File: src/hw/rtl/oat_pkg.sv
// Package for the ordered array table: sizes, field widths, codes and shared types.
package oat_pkg;

  localparam int CAPACITY  = 1024;
  localparam int WORD_BITS = 32;

  localparam int IDX_W = $clog2(CAPACITY);
  localparam int CNT_W = $clog2(CAPACITY + 1);

  localparam int ACTION_W = 3;
  localparam int POS_W    = 11;
  localparam int DATA_W   = 32;
  localparam int COUNT_W  = 11;
  localparam int CMP_W    = (POS_W > CNT_W) ? POS_W : CNT_W;

  typedef enum logic [ACTION_W-1:0] {
    ACT_READ   = 3'd0,
    ACT_APPEND = 3'd1,
    ACT_INSERT = 3'd2,
    ACT_MODIFY = 3'd3,
    ACT_DELETE = 3'd4
  } action_t;

  typedef enum logic [1:0] {
    ST_OK    = 2'd0,
    ST_RANGE = 2'd1,
    ST_FULL  = 2'd2
  } status_t;

  // Outcome of the request check.
  typedef struct packed {
    status_t status;
    logic    at_end;
  } chk_t;

endpackage

File: src/hw/rtl/oat_check.sv
// Request check: range and capacity tests that give the status of a request.
module oat_check import oat_pkg::*; (
  input  logic [ACTION_W-1:0] action,
  input  logic [POS_W-1:0]    position,
  input  logic [CNT_W-1:0]    count,
  output chk_t                chk
);

  logic [CMP_W-1:0] pos_ext;
  logic [CMP_W-1:0] cnt_ext;
  logic             below;
  logic             full;

  assign pos_ext = CMP_W'(position);
  assign cnt_ext = CMP_W'(count);
  assign below   = pos_ext < cnt_ext;
  assign full    = cnt_ext >= CMP_W'(CAPACITY);

  always_comb begin
    chk.at_end = (pos_ext == cnt_ext);
    case (action)
      ACT_READ, ACT_MODIFY, ACT_DELETE: chk.status = below ? ST_OK : ST_RANGE;
      ACT_APPEND: chk.status = full ? ST_FULL : ST_OK;
      ACT_INSERT: begin
        // The index test takes precedence over the full test.
        if (pos_ext > cnt_ext) chk.status = ST_RANGE;
        else if (full)         chk.status = ST_FULL;
        else                   chk.status = ST_OK;
      end
      default: chk.status = ST_RANGE;
    endcase
  end

endmodule

File: config.mk
export PLATFORM = sky130hd
export DESIGN_NAME = oat_check
export DESIGN_NICKNAME = d
export VERILOG_FILES = /design/src/hw/rtl/oat_pkg.sv /design/src/hw/rtl/oat_check.sv
export SDC_FILE = /design/constraint.sdc
export NUM_CORES = 1
export LEC_CHECK = 0
export BUFFER_PORTS_ARGS = -buffer_cell sky130_fd_sc_hd__buf_2
export CORE_MARGIN = 3
export CORE_UTILIZATION = 25
export DETAILED_ROUTE_END_ITERATION = 6
export GPL_TIMING_DRIVEN = 1
export REMOVE_ABC_BUFFERS = 1
export SLEW_MARGIN = 5
export SYNTH_ARGS = -nofsm -noshare
export SYNTH_HDL_FRONTEND = slang
export SYNTH_SLANG_ARGS = --single-unit
File: constraint.sdc
create_clock -name vclk -period 2.4
set_input_delay 0.48 -clock vclk [all_inputs]
set_output_delay 0.48 -clock vclk [all_outputs]
set_load 0.01 [all_outputs]
# ---- After elaboration in Yosys (flattened, before gate mapping)
# Cells that the tools add are included.
dict set report op_classes {
  add_sub_neg 0
  n_shift 0
  mux 4
  magnitude_cmp 3
  n_reduce_logical 2
  multipliers 0
  n_eq_ne 5
  bitwise_logic 0
  div_mod_pow 0
}
# operator n
set op_table {}
lappend op_table {{$eq 11x11->1} 1}
lappend op_table {{$ge 11x11->1 const B} 1}
lappend op_table {{$gt 11x11->1} 1}
lappend op_table {{$lt 11x11->1} 1}
lappend op_table {{$eq 3x2->1 const B} 2}
lappend op_table {{$pmux 2 s3} 1}
lappend op_table {{$mux 2} 2}
lappend op_table {{$eq 3x1->1 const B} 1}
lappend op_table {{$eq 3x3->1 const B} 1}
lappend op_table {{$logic_not 3->1} 1}
lappend op_table {{$reduce_or 3->1} 1}
lappend op_table {{$mux 1} 1}
dict set report totals {
  word_cells 14
  input_bits 25
  ramBits 0
  out_inout_bits 3
  n_memories 0
  mem_bits_ro 0
  latch_bits 0
  reg_bits 0
}

# ---- Depth between registers and ports, before layout
dict set report logic_depth {
  depth_word 4
  depth_mapped 7
}

# ---- Worst setup path before layout
# No wires, ideal clock.
dict set report synth_timing {
  kind {input to output}
  start {input count[9]}
  end {output chk[2] in the netlist's numbering}
  path_slack_ns -0.047
  required_time_ns 1.920
  cell_stages 7
  arrival_time_ns 1.967
  cell_sequence {inv_1 ha_1 a21o_1 a21oi_2 a21boi_2 a222oi_1 a2111oi_1}
}
# item line_no
set synth_lines {}
lappend synth_lines {{start, declared} oat_check.sv:5} ;# input logic [CNT_W-1:0] count,
lappend synth_lines {{end, declared} oat_check.sv:6} ;# output chk_t chk

==> impl_metrics.ini <==
[cells_and_area]
stdcell_count = 96
fill_cells = 127
ff_latch_area_um2 = 0
fin_util = 0.564
antenna_cells = 0
drive_gt1_frac = 0.728
n_clock_buffer = 0
area_growth_pct = 108
multi_input_area_um2 = 432
n_sequential_cell = 0
nNetsFinal = 119

[drt]
first_pass_iters = 4
vias_per_cell = 4.76
drc = 0
antenna_left = 0
wl_per_cell_um = 10.7
dr.first_iter.drc_count = 5
drt-total-wl_mm = 1.02
vias = 457

[synth]
synth_compound_area_frac = 0.273
synth-xor-area-share = 0.0242
synth-seq-area-share = 0
netlist_area_um2 = 362
synth_warnings = 0
synth-adder-area-share = 0.381
synthSimpleGateAreaFrac = 0.176
yosysUniqueCellTypes = 21
synth.mux.area_fraction = 0
synth_top_family_by_area = adder cells
syn_inst = 47
synth.avg_cell_area_um2 = 7.69

[pwr]
p_int_mw = 0.0801
ir_worst_vdd_mv = 0.0876
p_clk_frac = 0
power_frac_seq = 0
p_per_area_nw_per_um2 = 185
p_sw_mw = 0.0593
p_comb_frac = 1.000
switching_share = 0.426
p_leak_nw = 0.371

[place]
portBuffers = 28
dp_hpwl_um = 805
dp.cells = 96
gp_congestion = 0.706
place_ws_ps = -213

[timing]
hold_violations = 0
drv_slew = 0
fin_ws_ps = -34.5
period_minus_slack_ps = 2430
timing.hold.ws_ps = 1240
worstMarginPinSlew_ps = 389
fin_crit_sh = 1.01
final-setup-viol-count = 2
clock.fmax_mhz = 411
rsz0062_at_grt = yes
setup_tns_ps = -63.1
slew-limit-headroom = 0.741

[worst_setup_path]
cp_max_fo = 2
endpoint_kind = primary output
cp-start-kind = primary input
cp.arrival_ps = 1950
startpoint = count[7]
crit_required_ps = 1920
crit_type = in -> out

[hold_path]
worstHoldEndpoint = chk[2]
min_path_type = in -> out
min-delay-start = action[2]
min_path_cells = 3

[die]
die-height_um = 44.0
core.rowCount = 13
die_x_um = 44.0
die_area_um2 = 1940
start_util = 0.271
ios = 28
core_area_um2 = 1330

[status]
violations = negative setup slack
status = finished with violations

[global_route]
grt_max_degree = 5
grt.overflow.total = 0
track_usage = 0.0983
grt_pass1_wl_mm = 1.55
grt_pass1_vias = 387
antenna_found_initial = 0

[run]
maxCapViolCount = 0

[cts]
cts-hold-fix-buffers = 0
cts_setup_buffers = 0
-- worst max-delay path, stage by stage --
cell and delay (ps):
buf_6 70, inv_4 30, ha_4 270, nand2_4 50
nor4_4 290, a21boi_2 90, a222oi_1 320, o221a_1 230
buf_2 120
-- synthesized netlist by cell type, drive strengths merged --
cell     count  share of area
a211oi       1          0.035
a21oi        4          0.066
a2111oi      1          0.028
or3          1          0.017
o211ai       1          0.021
nand3        2          0.042
o21ai        1          0.014
clkinv       1          0.010
nand2        3          0.031
inv         13           0.13
a21o         1          0.021
xnor2        1          0.024
nor2         1          0.010
nand4        1          0.017
a21boi       1          0.031
a222oi       1          0.028
ha          11           0.38
nor4         1          0.059
o221a        1          0.031
-- metrics by stage --
step / power [mW] / area (um2)
global placement: 0.0931 / 566
floorplan: 0.0529 / 362
finish: 0.139 / 752
global route: 0.154 / 752
CTS: 0.128 / 704
detailed placement: 0.0959 / 566
-- repair_timing --
item,in CTS,in global routing
resized for setup,24,11
pin swaps,13,8
hold endpoints to repair,0,0
endpoints found under the setup margin,2,2
-- layout make-up --
type	instances	share of cell area
well taps	15	0.0250
repair buffers	34	0.321
multi-input cells	33	0.574
inverters	14	0.0799
-- per-layer routing --
layer	vias to the layer above	GRT usage	share of wire
met5	-	0	0
li1	236	-	-
met1	202	0.137	0.39
met3	0	0	0.094
met4	0	0	0
met2	19	0.180	0.51
-- cells in the final DEF, fill, tap and decap left out, drive strengths merged --
master	netlist	final
nand2	3	3
nand3	2	2
o211ai	1	1
buf	0	34
o21ai	1	1
ha	11	11
a21oi	4	4
or3	1	1
xnor2	1	1
nand4	1	1
nor4	1	1
a21o	1	1
nor2	1	1
clkinv	1	1
a211oi	1	1
o221a	1	1
a222oi	1	1
a2111oi	1	1
inv	13	13
a21boi	1	1
-- cell families (layout without fill, tap and decap cells) --
family / after synthesis / after routing
buffers and inverters: 14 / 48
xor gates and xnor gates: 1 / 1
adders and majority gates: 11 / 11
AOI/OAI and AO/OA: 12 / 12
and+or+nand+nor: 9 / 9
-- power groups by stage --
stage               Sequential [mW]  Combinational, mW  Clock, mW
finish                            0              0.139          0
global placement                  0             0.0931          0
CTS                               0              0.128          0
floorplan                         0             0.0529          0
global route                      0              0.154          0
detailed placement                0             0.0959          0
-- worst max path at each step --
stage	to	cells past startpoint
floorplan	chk[2]	7
finish	chk[1]	9
CTS	chk[1]	9
detailed placement	chk[2]	8
global route	chk[1]	9
global placement	chk[2]	8
(Power assumes the default switching activity.)
